File: src/rtl/motor_pwm_current_limiter_defines.svh
// assertion macros for the motor pwm current limiter
`ifndef MOTOR_PWM_CURRENT_LIMITER_DEFINES_SVH
`define MOTOR_PWM_CURRENT_LIMITER_DEFINES_SVH
`ifndef SYNTHESIS
`define MPCL_ASSERT_AT(label, clk, rstn, prop) \
  label: assert property (@(posedge clk) disable iff (!(rstn)) (prop)) \
    else $error("mpcl assertion failed");
`define MPCL_ASSERT(label, prop) `MPCL_ASSERT_AT(label, clk_i, rst_ni, prop)
`else
`define MPCL_ASSERT_AT(label, clk, rstn, prop)
`define MPCL_ASSERT(label, prop)
`endif
`endif

File: src/rtl/mpcl_pkg.sv
// types, codes and helpers shared by the motor pwm current limiter
`default_nettype none
package mpcl_pkg;

  localparam int DutyW    = 12;
  localparam int CurrentW = 16;
  localparam int BandW    = 15;
  localparam int StepW    = 11;
  localparam int MagW     = 11;
  localparam int ModeW    = 2;
  localparam int AddrW    = 4;
  localparam int DataW    = 32;
  localparam int DutyCap  = 2047;

  typedef logic signed [DutyW-1:0]    duty_t;
  typedef logic signed [CurrentW-1:0] current_t;
  typedef logic        [BandW-1:0]    band_t;
  typedef logic        [StepW-1:0]    step_t;
  typedef logic        [MagW-1:0]     mag_t;
  typedef logic        [ModeW-1:0]    mode_t;
  typedef logic        [1:0]          reg_idx_t;
  typedef logic signed [DutyW+1:0]    duty_wide_t;

  localparam mode_t ModeNormal = 2'd0;
  localparam mode_t ModeHold   = 2'd1;
  localparam mode_t ModeOver   = 2'd2;

  localparam reg_idx_t RegCurrentLimit = 2'd0;
  localparam reg_idx_t RegHystBand     = 2'd1;
  localparam reg_idx_t RegRampStep     = 2'd2;
  localparam reg_idx_t RegBackoffStep  = 2'd3;

  localparam current_t CurrentLimitRst = 16'sd1000;
  localparam band_t    HystBandRst     = 15'd100;
  localparam step_t    RampStepRst     = 11'd40;
  localparam step_t    BackoffStepRst  = 11'd5;

  function automatic duty_wide_t duty_wide(input duty_t v);
    duty_wide = {{2{v[DutyW-1]}}, v};
  endfunction

  function automatic duty_wide_t step_wide(input step_t s);
    step_wide = $signed({3'b000, s});
  endfunction

  // move cur toward tgt by at most step
  function automatic duty_t slew(input duty_t cur, input duty_t tgt, input step_t step);
    duty_wide_t hi;
    duty_wide_t lo;
    duty_wide_t t;
    hi = duty_wide(cur) + step_wide(step);
    lo = duty_wide(cur) - step_wide(step);
    t  = duty_wide(tgt);
    if (t > hi) begin
      slew = hi[DutyW-1:0];
    end else if (t < lo) begin
      slew = lo[DutyW-1:0];
    end else begin
      slew = tgt;
    end
  endfunction

endpackage
`default_nettype wire

File: src/rtl/mpcl_if.sv
// request and result channels of the motor pwm current limiter
`default_nettype none
interface mpcl_in_if;
  import mpcl_pkg::*;
  logic     valid;
  logic     ready;
  logic     action;
  duty_t    commanded_duty;
  current_t measured_current;

  modport source (output valid, output action, output commanded_duty,
                  output measured_current, input ready);
  modport sink   (input valid, input action, input commanded_duty,
                  input measured_current, output ready);
endinterface

interface mpcl_out_if;
  import mpcl_pkg::*;
  logic  valid;
  logic  ready;
  mag_t  duty_magnitude;
  logic  clockwise;
  mode_t limit_state;

  modport source (output valid, output duty_magnitude, output clockwise,
                  output limit_state, input ready);
  modport sink   (input valid, input duty_magnitude, input clockwise,
                  input limit_state, output ready);
endinterface
`default_nettype wire

File: src/rtl/motor_pwm_current_limiter.sv
// motor pwm current limiter top level
//
//   port    dir  handshake      contents
//   in_i    in   valid/ready    action, commanded_duty, measured_current
//   out_o   out  valid/ready    duty_magnitude, clockwise, limit_state
//   apb     in   psel/penable   current_limit, hysteresis_band, ramp_step, backoff_step
//
// one request per cycle sustained while out_o.ready is high; a request waits in the input register until it moves on
// input register, one pass of compare/add logic, then result register
// limiter and drive state update as a request moves into the result register
// while a result waits the input register takes one more request, then ready drops
// rst_ni clears state, handshake valids and config registers to defaults
`default_nettype none
`include "motor_pwm_current_limiter_defines.svh"
module motor_pwm_current_limiter #(
  parameter int FULL_SCALE = 1024
) (
  input  logic                          clk_i,
  input  logic                          rst_ni,
  mpcl_in_if.sink                       in_i,
  mpcl_out_if.source                    out_o,
  input  logic                          psel,
  input  logic                          penable,
  input  logic                          pwrite,
  input  logic [mpcl_pkg::AddrW-1:0]    paddr,
  input  logic [mpcl_pkg::DataW-1:0]    pwdata,
  output logic [mpcl_pkg::DataW-1:0]    prdata,
  output logic                          pready
);
  import mpcl_pkg::*;

  localparam int    Lim    = (FULL_SCALE > DutyCap) ? DutyCap : FULL_SCALE;
  localparam duty_t LimPos = duty_t'(Lim);
  localparam duty_t LimNeg = duty_t'(-Lim);

  // config registers
  current_t limit_q;
  band_t    band_q;
  step_t    ramp_q;
  step_t    backoff_q;
  logic     wr_en;
  reg_idx_t wr_idx;

  assign pready = 1'b1;
  assign wr_en  = psel & penable & pwrite;
  assign wr_idx = paddr[AddrW-1:2];

  always_ff @(posedge clk_i or negedge rst_ni) begin
    if (!rst_ni) begin
      limit_q   <= CurrentLimitRst;
      band_q    <= HystBandRst;
      ramp_q    <= RampStepRst;
      backoff_q <= BackoffStepRst;
    end else if (wr_en) begin
      unique case (wr_idx)
        RegCurrentLimit: limit_q   <= pwdata[CurrentW-1:0];
        RegHystBand:     band_q    <= pwdata[BandW-1:0];
        RegRampStep:     ramp_q    <= pwdata[StepW-1:0];
        RegBackoffStep:  backoff_q <= pwdata[StepW-1:0];
      endcase
    end
  end

  always_comb begin
    prdata = '0;
    unique case (wr_idx)
      RegCurrentLimit: prdata = {{(DataW-CurrentW){limit_q[CurrentW-1]}}, limit_q};
      RegHystBand:     prdata = {{(DataW-BandW){1'b0}}, band_q};
      RegRampStep:     prdata = {{(DataW-StepW){1'b0}}, ramp_q};
      RegBackoffStep:  prdata = {{(DataW-StepW){1'b0}}, backoff_q};
    endcase
  end

  // input register
  logic     in_vld_q;
  logic     in_action_q;
  duty_t    in_cmd_q;
  current_t in_cur_q;
  logic     move;

  assign move       = in_vld_q & (~out_o.valid | out_o.ready);
  assign in_i.ready = ~in_vld_q | move;

  always_ff @(posedge clk_i or negedge rst_ni) begin
    if (!rst_ni) begin
      in_vld_q <= 1'b0;
    end else if (in_i.ready) begin
      in_vld_q <= in_i.valid;
    end
  end

  always_ff @(posedge clk_i) begin
    if (in_i.valid && in_i.ready) begin
      in_action_q <= in_i.action;
      in_cmd_q    <= in_i.commanded_duty;
      in_cur_q    <= in_i.measured_current;
    end
  end

  // limiter and drive state
  duty_t ld_q, ld_d;
  duty_t drive_q, drive_d;
  mode_t mode_q, mode_d;
  duty_t cmd_sat;
  logic signed [CurrentW:0] lim_lo;
  logic signed [CurrentW:0] cur_ext;
  duty_t drive_abs;

  always_comb begin
    cmd_sat = in_cmd_q;
    if (in_cmd_q > LimPos) begin
      cmd_sat = LimPos;
    end else if (in_cmd_q < LimNeg) begin
      cmd_sat = LimNeg;
    end
  end

  assign lim_lo  = $signed({limit_q[CurrentW-1], limit_q}) - $signed({2'b00, band_q});
  assign cur_ext = $signed({in_cur_q[CurrentW-1], in_cur_q});

  always_comb begin
    mode_d = mode_q;
    if (!in_action_q) begin
      priority if (in_cur_q > limit_q) begin
        mode_d = ModeOver;
      end else if (cur_ext < lim_lo) begin
        mode_d = ModeNormal;
      end else begin
        mode_d = (mode_q == ModeOver) ? ModeHold : ModeNormal;
      end
    end
  end

  always_comb begin
    ld_d = ld_q;
    if (!in_action_q) begin
      unique case (mode_d)
        ModeNormal: ld_d = slew(ld_q, cmd_sat, ramp_q);
        ModeOver: begin
          if (cmd_sat > 0) begin
            if (duty_wide(ld_q) > step_wide(backoff_q)) begin
              ld_d = ld_q - $signed({1'b0, backoff_q});
            end
          end else begin
            if (duty_wide(ld_q) < -step_wide(backoff_q)) begin
              ld_d = ld_q + $signed({1'b0, backoff_q});
            end
          end
        end
        default: ld_d = ld_q;
      endcase
    end
  end

  assign drive_d   = in_action_q ? '0 : slew(drive_q, ld_d, ramp_q);
  assign drive_abs = (drive_d < 0) ? -drive_d : drive_d;

  always_ff @(posedge clk_i or negedge rst_ni) begin
    if (!rst_ni) begin
      ld_q    <= '0;
      drive_q <= '0;
      mode_q  <= ModeNormal;
    end else if (move) begin
      ld_q    <= ld_d;
      drive_q <= drive_d;
      mode_q  <= mode_d;
    end
  end

  // result register
  logic  out_vld_q;
  mag_t  out_mag_q;
  logic  out_cw_q;
  mode_t out_mode_q;

  always_ff @(posedge clk_i or negedge rst_ni) begin
    if (!rst_ni) begin
      out_vld_q <= 1'b0;
    end else if (move) begin
      out_vld_q <= 1'b1;
    end else if (out_o.ready) begin
      out_vld_q <= 1'b0;
    end
  end

  always_ff @(posedge clk_i) begin
    if (move) begin
      out_mag_q  <= drive_abs[MagW-1:0];
      out_cw_q   <= (drive_d > 0);
      out_mode_q <= mode_d;
    end
  end

  assign out_o.valid          = out_vld_q;
  assign out_o.duty_magnitude = out_mag_q;
  assign out_o.clockwise      = out_cw_q;
  assign out_o.limit_state    = out_mode_q;

  `MPCL_ASSERT(a_drive_range, (drive_q <= LimPos) && (drive_q >= LimNeg))
  `MPCL_ASSERT(a_limiter_range, (ld_q <= LimPos) && (ld_q >= LimNeg))
  `MPCL_ASSERT(a_idle_clears, (move && in_action_q) |=> ((out_mag_q == '0) && !out_cw_q))
  `MPCL_ASSERT(a_idle_keeps, (move && in_action_q) |=> ($stable(ld_q) && $stable(mode_q)))
  `MPCL_ASSERT(a_no_drop, (in_vld_q && !move) |=> in_vld_q)

endmodule
`default_nettype wire
File: src/flat_wrapper.sv
// flat-port wrapper written by rule: the top's interface ports become plain ports
module motor_pwm_current_limiter_flat import mpcl_pkg::*;
#(
  parameter int FULL_SCALE = 1024
)
  (clk_i, rst_ni, psel, penable, pwrite, paddr, pwdata, prdata, pready, in_i_valid, in_i_action, in_i_commanded_duty, in_i_measured_current, in_i_ready, out_o_valid, out_o_duty_magnitude, out_o_clockwise, out_o_limit_state, out_o_ready);
  mpcl_in_if in_i_i ();
  mpcl_out_if out_o_i ();
  input  logic clk_i;
  input  logic rst_ni;
  input  logic psel;
  input  logic penable;
  input  logic pwrite;
  input  logic [mpcl_pkg::AddrW-1:0] paddr;
  input  logic [mpcl_pkg::DataW-1:0] pwdata;
  output logic [mpcl_pkg::DataW-1:0] prdata;
  output logic pready;
  input wire logic [$bits(in_i_i.valid)-1:0] in_i_valid;
  input wire logic [$bits(in_i_i.action)-1:0] in_i_action;
  input wire logic [$bits(in_i_i.commanded_duty)-1:0] in_i_commanded_duty;
  input wire logic [$bits(in_i_i.measured_current)-1:0] in_i_measured_current;
  output wire logic [$bits(in_i_i.ready)-1:0] in_i_ready;
  output wire logic [$bits(out_o_i.valid)-1:0] out_o_valid;
  output wire logic [$bits(out_o_i.duty_magnitude)-1:0] out_o_duty_magnitude;
  output wire logic [$bits(out_o_i.clockwise)-1:0] out_o_clockwise;
  output wire logic [$bits(out_o_i.limit_state)-1:0] out_o_limit_state;
  input wire logic [$bits(out_o_i.ready)-1:0] out_o_ready;
  assign in_i_i.valid = in_i_valid;
  assign in_i_i.action = in_i_action;
  assign in_i_i.commanded_duty = in_i_commanded_duty;
  assign in_i_i.measured_current = in_i_measured_current;
  assign in_i_ready = in_i_i.ready;
  assign out_o_valid = out_o_i.valid;
  assign out_o_duty_magnitude = out_o_i.duty_magnitude;
  assign out_o_clockwise = out_o_i.clockwise;
  assign out_o_limit_state = out_o_i.limit_state;
  assign out_o_i.ready = out_o_ready;
  motor_pwm_current_limiter #(.FULL_SCALE(FULL_SCALE)) u_core (.clk_i(clk_i), .rst_ni(rst_ni), .in_i(in_i_i), .out_o(out_o_i), .psel(psel), .penable(penable), .pwrite(pwrite), .paddr(paddr), .pwdata(pwdata), .prdata(prdata), .pready(pready));
endmodule
File: config.mk
export PLATFORM = sky130hd
export DESIGN_NAME = motor_pwm_current_limiter_flat
export DESIGN_NICKNAME = d
export VERILOG_FILES = /design/src/rtl/mpcl_pkg.sv /design/src/rtl/mpcl_if.sv /design/src/rtl/motor_pwm_current_limiter.sv /design/src/flat_wrapper.sv
export VERILOG_INCLUDE_DIRS = /design/src /design/src/rtl
export SDC_FILE = /design/constraint.sdc
export NUM_CORES = 1
export LEC_CHECK = 0
export ABC_AREA = 1
export ABC_CLOCK_PERIOD_IN_PS = 15950
export BUFFER_PORTS_ARGS = -buffer_cell sky130_fd_sc_hd__buf_2
export CORE_AREA = 8 8 170 172
export CTS_CLUSTER_DIAMETER = 120
export CTS_CLUSTER_SIZE = 30
export DETAILED_ROUTE_END_ITERATION = 7
export DIE_AREA = 0 0 178 180
export MAX_ROUTING_LAYER = met4
export PLACE_DENSITY = 0.81
export REMOVE_ABC_BUFFERS = 1
export SLEW_MARGIN = 25
export SYNTH_ARGS = -nofsm -noshare
export SYNTH_HDL_FRONTEND = slang
export SYNTH_SLANG_ARGS = --single-unit
File: constraint.sdc
create_clock -name clk_i -period 15.95 [get_ports clk_i]
set_input_delay 1.595 -clock clk_i [delete_from_list [all_inputs] [get_ports clk_i]]
set_output_delay 1.595 -clock clk_i [all_outputs]
set_load 0.01 [all_outputs]
==> run_results.csv, run 1 <==
group,metric,value,unit
clock_tree,clock_latency,0.45,ns
clock_tree,cts_resized,0,
detailed_routing,wirelength_met1,16900,um
placed_design,hpwl,31000,um
finish,nNetsFinal,2238,
synthesis,synth-edff-count,43,
setup_path,cp_slowest_cell,"a21oi_4",
sta,holdWs,0.485,ns
sta,worst_slack,8.10,ns
placed_design,portBuffers,101,
synthesis,seq_area_frac_synth,0.250,
synthesis,ys.flop_type,"dfrtp_1",
setup_path,startpoint_type,"flip-flop",
clock_tree,htreeDepth,4,
min_path,min-delay-start,"u_core.band_q[11]",
global_route,grt.total_usage,0.252,
floorplan,die_w,178,um
detailed_routing,met3WireLength,3200,um
sta,max_freq,127,MHz
sta,hold_viol,0,
synthesis,ys_seq_elements,124,
sta,final.setup.tns,0,ns
clock_tree,cts-root-buf,"clkbuf_16",
global_route,grt_overflow,0,
sta,tightest_slew,0.910,ns
run_status,status,"complete, no violations",
detailed_routing,top_layer,"met4",
clock_tree,cts_setup_buffers,0,
global_route,grt_pass1_wl,63100,um
detailed_routing,vias,13000,
synthesis,ys_top_cells_by_area,"ha_1 (17%), nand2_1 (14%), dfrtp_1 (13%)",
floorplan,die_area,32000,um2
detailed_routing,finalWirelength,39500,um
detailed_routing,drc,0,
detailed_routing,wire_per_inst,16.9,um
setup_path,critPathLaunch,"u_core.limit_q[0]",
floorplan,ios,121,
sta,fin_crit_sh,0.492,
detailed_routing,via_per_inst,5.56,
clock_tree,cts_tree,"built",
synthesis,syn_area,13300,um2
sta,relSlewSlack,0.391,
sta,slew_viol_final,0,
detailed_routing,ant_nets,0,
floorplan,die_y,180,um
floorplan,num_rows,60,
synthesis,synth_top_area_frac,0.167,
floorplan,start_util,0.506,
setup_path,endpoint_kind,"flip-flop",
detailed_routing,met2_length,17600,um
detailed_routing,drt_iter0_drc,1172,
synthesis,synth_cells,1921,
synthesis,ys_types,56,
finish,drive_gt1_frac,0.107,
floorplan,coreArea,26400,um2
detailed_routing,drt_pass1_iterations,5,
clock_tree,cts.path.max_buffers,2,
sta,setup_viol,0,
finish,syn2layout_area_growth,9.01,%
sta,rsz0062_at_grt,"false",
placed_design,routabilityCongestion,1.01,
finish,antenna_cells,0,
placed_design,place_ws,8.35,ns
clock_tree,clk_pin_slew,0.07,ns
run,maxCapViolations,0,
global_route,grt_pass1_vias,12600,
synthesis,yosys.area.top_type,"ha_1",
setup_path,critPathMaxStageDelay,0.42,ns
global_route,antenna_found_initial,0,
synthesis,syn_area_per_cell,6.93,um2
sta,finClkSkew,0.0153,ns
setup_path,r2r_start,"u_core.limit_q[0]",
min_path,hold_path.class,"reg -> reg",
setup_path,path_class,"reg -> reg",
sta,finalCriticalPeriod,7.85,ns
synthesis,synthArstFlopShare,0.653,
setup_path,path_common_cell,"nand2_1",
clock_tree,cts_buffers,17,
clock_tree,cts_num_sinks,124,
global_route,grt_max_degree,80,
clock_tree,cts_hold_buf,0,
setup_path,cp.arrival,8.05,ns
synthesis,synth.most_common_cell,"nand2_1",
synthesis,synthTopCellsByCount,"nand2_1 (504), inv_1 (283), ha_1 (178), o21ai_0 (147), nand3_1 (113)",
setup_path,cp.required,16.15,ns
synthesis,ys_warn_count,0,
setup_path,crit_fanout,19,
[worst paths after layout]
kind / to / slack [ns] / cells past startpoint
worst max-delay path: u_core.out_o.duty_magnitude[3] / 8.10 / 44
worst min-delay path: u_core.band_q[11] / 0.49 / 2
worst max register to register: u_core.out_o.duty_magnitude[3] / 8.10 / 44
worst min register to register: u_core.band_q[11] / 0.49 / 2
max in group asynchronous: u_core.ld_q[8] / 14.09 / 2
min in group asynchronous: u_core.band_q[0] / 0.92 / 1
[metrics by stage]
stage	instance area (um2)	std cells	util
4_1_cts	14500	2335	0.551
3_5_place_dp	13900	2303	0.528
2_1_floorplan	12900	1855	-
3_3_place_gp	13900	2303	0.528
5_1_grt	14500	2335	0.551
6_report	14500	2335	0.551
[registers in the layout, summed over array words and instances, names as in the netlist, 11 cells and up]
| register | flops |
|---|---|
| u_core.limit_q | 16 |
| u_core.in_cmd_q | 12 |
| u_core.drive_q | 12 |
| u_core.backoff_q | 11 |
| u_core.ramp_q | 11 |
| u_core.out_o.duty_magnitude | 11 |
| u_core.in_cur_q | 16 |
| u_core.ld_q | 12 |
| u_core.band_q | 15 |
[cell families after synthesis]
| family | after synthesis | synth area share |
|---|---|---|
| buffers and inverters | 361 | 0.111 |
| xor gates and xnor gates | 71 | 0.0467 |
| adders and majority gates | 185 | 0.178 |
| AOI/OAI and AO/OA | 345 | 0.144 |
| and+or+nand+nor | 834 | 0.270 |
| other | 1 | 0.000282 |
| DFF | 124 | 0.250 |
[final cells by class]
type | instances | area (um2)
multi-input cells | 1436 | 8500
repair buffers | 107 | 557
well taps | 341 | 427
inverters | 295 | 1110
clock buffers | 18 | 450
flip-flops and latches | 124 | 3330
clock inverters | 14 | 140
fillers | 2474 | 11800
[cell usage in the layout, fill, tap and decap left out, types with 3 or more instances in the layout]
master	netlist	routed
nand2_2	19	20
a21boi_0	8	8
nand3b_1	3	3
nand2_4	5	5
inv_1	283	283
fa_1	7	7
inv_2	11	12
a21o_1	9	9
o21bai_1	14	14
a21oi_1	107	107
xor2_1	67	67
inv_8	0	3
o31ai_1	3	3
nor2_2	4	4
o21ai_0	147	147
nand4_1	23	23
buf_4	21	6
ha_1	178	178
nor4_1	3	3
dfstp_2	13	13
nor2_1	112	112
o221ai_1	3	3
dfrtp_1	68	68
xnor2_1	4	4
nor2_4	3	3
buf_2	13	100
nand3_2	11	11
nand3_1	113	113
a31oi_1	11	11
inv_6	0	5
edfxtp_1	43	43
o22ai_1	9	9
nand2_1	504	503
nor3_1	22	22
o21ai_1	15	15
clkbuf_16	0	18
o211ai_1	9	9
[per-layer routing]
metal  up-vias  GRT usage
met2       595      0.387
met5         -          -
met1      5899      0.319
li1       6378          -
met4         0      0.119
met3       112     0.0404
[worst max-delay path, delay by kind of cell, from the launching register on]
kind                     cells  cell delay [ns]
AND/OR/NAND/NOR             18             1.92
buffers and inverters        4             0.60
XOR/XNOR                     2             0.27
flip-flops                   1             0.38
adder cells (fa/ha/maj)      4             1.24
AO/OA/AOI/OAI               16             3.15
Power of run 1 is not shown: default switching activity piles up to over one toggle a cycle in this logic, so the estimate is an artifact.
==> run 2, diff against run 1 <==
ABC_CLOCK_PERIOD_IN_PS = 6300   (was 15950)
PLACE_DENSITY = 0.84   (was 0.81)
clock period = 6.3 ns   (was 15.95 ns; I/O delays follow)
==> run 2 against run 1 <==
  * The flow now finishes with violations (setup timing)
  * Register-to-register slack lost 8.6 ns
  * Sequential share of layout area shrank 3.5 points
  * Die area is the same
  * Cell count grew 10%
  * Utilization is 9.8 points higher
  * Clock-buffer cell count unchanged
  * Fmax increased by 15%
  * Via count rose by 12%
  * Critical path type unchanged
  * Largest cell class unchanged
==> run_results.csv, run 2 (synthesized netlist as in run 1, its figures left out) <==
group,metric,value,unit
global_route,grt_max_degree,49,
clock_tree,cts_tree,"built",
floorplan,ios,121,
sta,max_freq,146,MHz
floorplan,die_area,32000,um2
detailed_routing,drc,0,
clock_tree,cts-root-buf,"clkbuf_16",
detailed_routing,drt_pass1_iterations,7,
sta,hold_viol,0,
detailed_routing,via_per_inst,5.65,
clock_tree,cts_num_sinks,124,
global_route,grt.total_usage,0.288,
clock_tree,cts.path.max_buffers,2,
placed_design,hpwl,35000,um
floorplan,num_rows,60,
finish,syn2layout_area_growth,28.4,%
detailed_routing,ant_nets,0,
detailed_routing,vias,14600,
detailed_routing,wire_per_inst,18.4,um
finish,multiInputGateArea,9220,um2
setup_path,path_common_cell,"nand2_1",
sta,finClkSkew,0.0190,ns
floorplan,die_w,178,um
sta,fin_crit_sh,1.08,
setup_path,crit_fanout,7,
finish,final_common_cell,"nand2_1",
run,maxCapViolations,0,
global_route,grt_pass1_vias,14100,
finish,layout_common_cells,"nand2_1 (471), inv_1 (272), buf_4 (231)",
placed_design,routabilityCongestion,0.997,
finish,nNetsFinal,2479,
clock_tree,cts_buffers,17,
global_route,grt_overflow,0,
setup_path,critPathMaxStageDelay,0.56,ns
clock_tree,clock_latency,0.44,ns
run_status,status,"complete, but fails checks",
sta,tightest_slew,1.05,ns
finish,final_area,17100,um2
sta,rsz0062_at_grt,"true",
setup_path,startpoint_type,"flip-flop",
sta,finalCriticalPeriod,6.83,ns
finish,antenna_cells,0,
sta,setup_viol,17,
setup_path,cp_slowest_cell,"dfstp_2",
setup_path,cp.arrival,7.01,ns
run_status,violations,"setup timing",
clock_tree,cts_hold_buf,0,
finish,reg_top3,"u_core.in_cur_q: 16 flops, u_core.limit_q: 16 flops, u_core.band_q: 15 flops",
setup_path,cp.required,6.48,ns
detailed_routing,drt_iter0_drc,1322,
clock_tree,htreeDepth,4,
finish,seqCellArea,3340,um2
setup_path,endpoint_kind,"flip-flop",
placed_design,place_inst,2503,
sta,relSlewSlack,0.295,
placed_design,dpl_cell_area,15400,um2
finish,final_cell_count_no_fill,2576,
placed_design,portBuffers,101,
min_path,hold_path.class,"in -> async",
finish,drive_gt1_frac,0.258,
global_route,antenna_found_initial,0,
clock_tree,clk_pin_slew,0.07,ns
setup_path,path_class,"reg -> reg",
sta,worst_slack,-0.527,ns
floorplan,start_util,0.506,
detailed_routing,finalWirelength,47400,um
global_route,grt_pass1_wl,71900,um
finish,fill_cells,2139,
floorplan,die_y,180,um
sta,slew_viol_final,0,
floorplan,coreArea,26400,um2
[run 2: changes by cell type in the layout (fill, tap and decap cells not counted), moves of 17 or more]
cell,delta
a21oi_1,-17
a21oi_2,+17
buf_4,+225
ha_1,-21
ha_4,+20
nand2_1,-32
nand2_2,+26
[run 2: worst max-delay path: cells and delay by family, from the launching register on]
kind                       cells  cell delay (ns)
and+or+nand+nor               27             3.13
buffers and inverters          7             0.75
DFF                            1             0.56
xor gates and xnor gates       1             0.17
AOI/OAI and AO/OA              8             1.10
adders and majority gates      3             0.86
[run 2: area by class of cell]
type,instances,share of cell area
well taps,341,0.0249
flip-flops and latches,124,0.195
repair buffers,348,0.141
multi-input cells,1436,0.539
clock buffers,18,0.0263
inverters,295,0.0649
clock inverters,14,0.00819
[run 2: timing repair]
action,4_1_cts,5_1_grt
hold endpoints to repair,0,0
resized for setup,96,87
setup buffers,22,18
pin swaps,67,60
endpoints found under the setup margin,24,24
cloned,0,1
[run 2: worst paths after layout]
path,cells past startpoint,slack (ns),to,startpoint
min in group clk_i,1,0.36,u_core.in_cur_q[6],in_i_measured_current[6]
worst min-delay path,1,0.15,u_core.band_q[1],rst_ni
max in group asynchronous,2,5.06,u_core.ld_q[0],rst_ni
worst max-delay path,46,-0.53,u_core.out_o.duty_magnitude[6],u_core.band_q[6]
worst min register to register,2,0.50,u_core.band_q[12],u_core.band_q[12]
worst max register to register,46,-0.53,u_core.out_o.duty_magnitude[6],u_core.band_q[6]
[run 2: metrics by stage]
step | setup TNS [ns] | util | setup slack [ns] | hold slack [ns]
finish | -4.75 | 0.649 | -0.527 | 0.150
global route | -11.66 | 0.649 | -0.780 | 0.180
CTS | -2.66 | 0.631 | -0.283 | 0.170
detailed placement | -12.27 | 0.585 | -0.752 | 0.481
global placement | -7.66 | 0.585 | -0.558 | 0.471
floorplan | -4.01 | - | -0.467 | 0.334
[run 2: per-layer routing]
layer | up-vias | global-route usage | routed length, um
met2 | 796 | 0.469 | 21800
met4 | 0 | 0.101 | 2510
met5 | - | - | 0
met3 | 207 | 0.0400 | 3630
li1 | 6858 | - | -
met1 | 6702 | 0.360 | 19500
Power of run 2 is left out for the same reason.
==> run 3, diff against run 2 <==
ABC_AREA = unset   (was 1)
CORE_AREA = 8 8 164 166   (was 8 8 170 172)
DIE_AREA = 0 0 172 174   (was 0 0 178 180)
==> run 3 against run 2 <==
  * The run still ends with setup timing left
  * Flip-flop and latch count is the same
  * Global-route usage is 1.6 points higher
  * Sequential share of layout area hardly changed
  * Wire length shrank 1.2%
  * Clock-buffer cell count rose by 1
  * Critical endpoint is now u_core.out_o.duty_magnitude[10]
  * Highest routed layer unchanged
==> run_results.csv, run 3 <==
group,metric,value,unit
run_status,status,"complete, but fails checks",
run_status,violations,"setup timing",
placed_design,routabilityCongestion,1.05,
synthesis,synth_cells,1414,
finish,antenna_cells,0,
floorplan,die_y,174,um
placed_design,dpl_cell_area,14800,um2
sta,max_freq,137,MHz
setup_path,path_common_cell,"buf_4",
synthesis,synthTopCellsByCount,"ha_1 (178), inv_1 (128), nand2_1 (119), o21ai_0 (95), nor2_1 (93)",
sta,fin_crit_sh,1.16,
run,maxCapViolations,0,
setup_path,path_delay_family,"compound AO/OA/AOI/OAI gates",
floorplan,ios,121,
global_route,grt_overflow,0,
finish,final_area,17100,um2
synthesis,syn_area,12400,um2
setup_path,startpoint_type,"flip-flop",
global_route,grt_pass1_vias,13000,
placed_design,hpwl,33600,um
finish,syn2layout_area_growth,38.4,%
clock_tree,cts-root-buf,"clkbuf_16",
setup_path,path_class,"reg -> reg",
synthesis,synthArstFlopShare,0.653,
sta,setup_viol,24,
clock_tree,clock_latency,0.44,ns
setup_path,cp.arrival,7.46,ns
sta,hold_viol,0,
sta,slew_viol_final,0,
clock_tree,cts.path.max_buffers,2,
floorplan,die_area,29900,um2
finish,final_common_cell,"buf_4",
detailed_routing,ant_nets,0,
finish,nNetsFinal,2033,
synthesis,yosys.area.top_type,"ha_1",
synthesis,synth.most_common_cell,"ha_1",
sta,finalCriticalPeriod,7.28,ns
detailed_routing,drt_pass1_iterations,5,
synthesis,synth-edff-count,43,
clock_tree,cts_buffers,17,
setup_path,endpoint_kind,"flip-flop",
floorplan,start_util,0.505,
sta,worst_slack,-0.980,ns
floorplan,coreArea,24500,um2
placed_design,portBuffers,101,
clock_tree,clk_pin_slew,0.07,ns
setup_path,critPathMaxStageDelay,0.46,ns
clock_tree,cts_num_sinks,124,
synthesis,ys_types,86,
sta,tightest_slew,0.911,ns
synthesis,ys_seq_elements,124,
clock_tree,cts_tree,"built",
synthesis,ys_top_cells_by_area,"ha_1 (18%), dfrtp_1 (14%), edfxtp_1 (10%)",
finish,drive_gt1_frac,0.382,
global_route,grt.total_usage,0.304,
finish,layout_common_cells,"buf_4 (267), ha_1 (156), inv_1 (117)",
sta,rsz0062_at_grt,"true",
finish,reg_top3,"u_core.in_cur_q: 16 flops, u_core.limit_q: 16 flops, u_core.band_q: 15 flops",
global_route,antenna_found_initial,0,
global_route,grt_max_degree,57,
setup_path,cp.required,6.48,ns
setup_path,timing.critical_path.buf_inv,6,
sta,relSlewSlack,0.391,
detailed_routing,vias,13200,
floorplan,die_w,172,um
setup_path,cp_slowest_cell,"dfrtp_1",
detailed_routing,drc,0,
setup_path,crit_fanout,8,
synthesis,ys.flop_type,"dfrtp_1",
placed_design,place_ws,-1.38,ns
sta,finClkSkew,0.0172,ns
min_path,hold_path.class,"in -> async",
synthesis,seq_area_frac_synth,0.269,
detailed_routing,finalWirelength,46800,um
detailed_routing,via_per_inst,6.21,
detailed_routing,drt_iter0_drc,1081,
synthesis,synth_top_area_frac,0.180,
synthesis,syn_area_per_cell,8.75,um2
detailed_routing,wire_per_inst,22.1,um
synthesis,ys_warn_count,0,
floorplan,num_rows,58,
global_route,grt_pass1_wl,69300,um
finish,fill_cells,1803,
clock_tree,htreeDepth,4,
==> run 3: cell count changes after synthesis, sizes merged, moves of 19 or more <==
cell / before / now
a21oi: 110 / 86
inv: 294 / 128
mux2: 0 / 30
nand2: 528 / 119
nand2b: 1 / 24
nand3: 124 / 30
nor2: 119 / 93
nor2b: 2 / 25
o21a: 0 / 19
o21ai: 163 / 97
xnor2: 4 / 43
xor2: 67 / 17
==> run 3: metal layers <==
metal | routed length [um] | global-route usage | vias to the layer above
met2 | 21900 | 0.487 | 726
met4 | 2820 | 0.161 | 0
met1 | 18500 | 0.365 | 6328
met5 | 0 | - | -
li1 | - | - | 5885
met3 | 3550 | 0.0426 | 211
==> run 3: final timing paths <==
path,startpoint,end,slack [ns],cells after the start
max,u_core.ramp_q[4],u_core.out_o.duty_magnitude[10],-0.98,33
max reg2reg,u_core.ramp_q[4],u_core.out_o.duty_magnitude[10],-0.98,33
min,rst_ni,u_core.limit_q[15],0.1,1
min in group clk_i,in_i_measured_current[2],u_core.in_cur_q[2],0.36,1
min reg2reg,u_core.mode_q[0],u_core.mode_q[0],0.50,2
max in group asynchronous,rst_ni,u_core.ld_q[11],5.05,2
==> run 3: cells by family after synthesis <==
kind of cell / count (synthesis) / synth area share
AOI/OAI and AO/OA: 390 / 0.214
xor gates and xnor gates: 60 / 0.0424
adders and majority gates: 185 / 0.191
buffers and inverters: 190 / 0.0654
DFF: 124 / 0.269
muxes: 49 / 0.0538
other: 1 / 0.000303
and+or+nand+nor: 415 / 0.164
==> run 3: through the flow <==
step | TNS (ns) | instances | hold slack [ns] | utilization
floorplan | -15.06 | 1353 | 0.334 | -
global placement | -22.34 | 2028 | 0.469 | 0.604
detailed placement | -24.72 | 2028 | 0.479 | 0.604
CTS | -11.35 | 2095 | 0.103 | 0.670
global route | -24.44 | 2119 | 0.123 | 0.699
finish | -16.58 | 2119 | 0.0985 | 0.699
==> run 3: timing repair <==
action / 4_1_cts / 5_1_grt
cloned: 2 / 0
gates resized for setup: 198 / 92
pin swaps: 98 / 69
setup endpoints to repair: 24 / 24
endpoints found under the hold margin: 0 / 0
hold buffers: 0 / 0
setup buffers: 40 / 26
==> run 3: area by class of cell <==
type | count | area [um2] | share of cell area
clock buffers | 19 | 454 | 0.0265
clock inverters | 13 | 130 | 0.00759
inverters | 129 | 487 | 0.0284
multi-input cells | 1100 | 9390 | 0.548
flip-flops and latches | 124 | 3330 | 0.195
well taps | 330 | 413 | 0.0241
repair buffers | 404 | 2920 | 0.171
Power of run 3 is left out for the same reason.
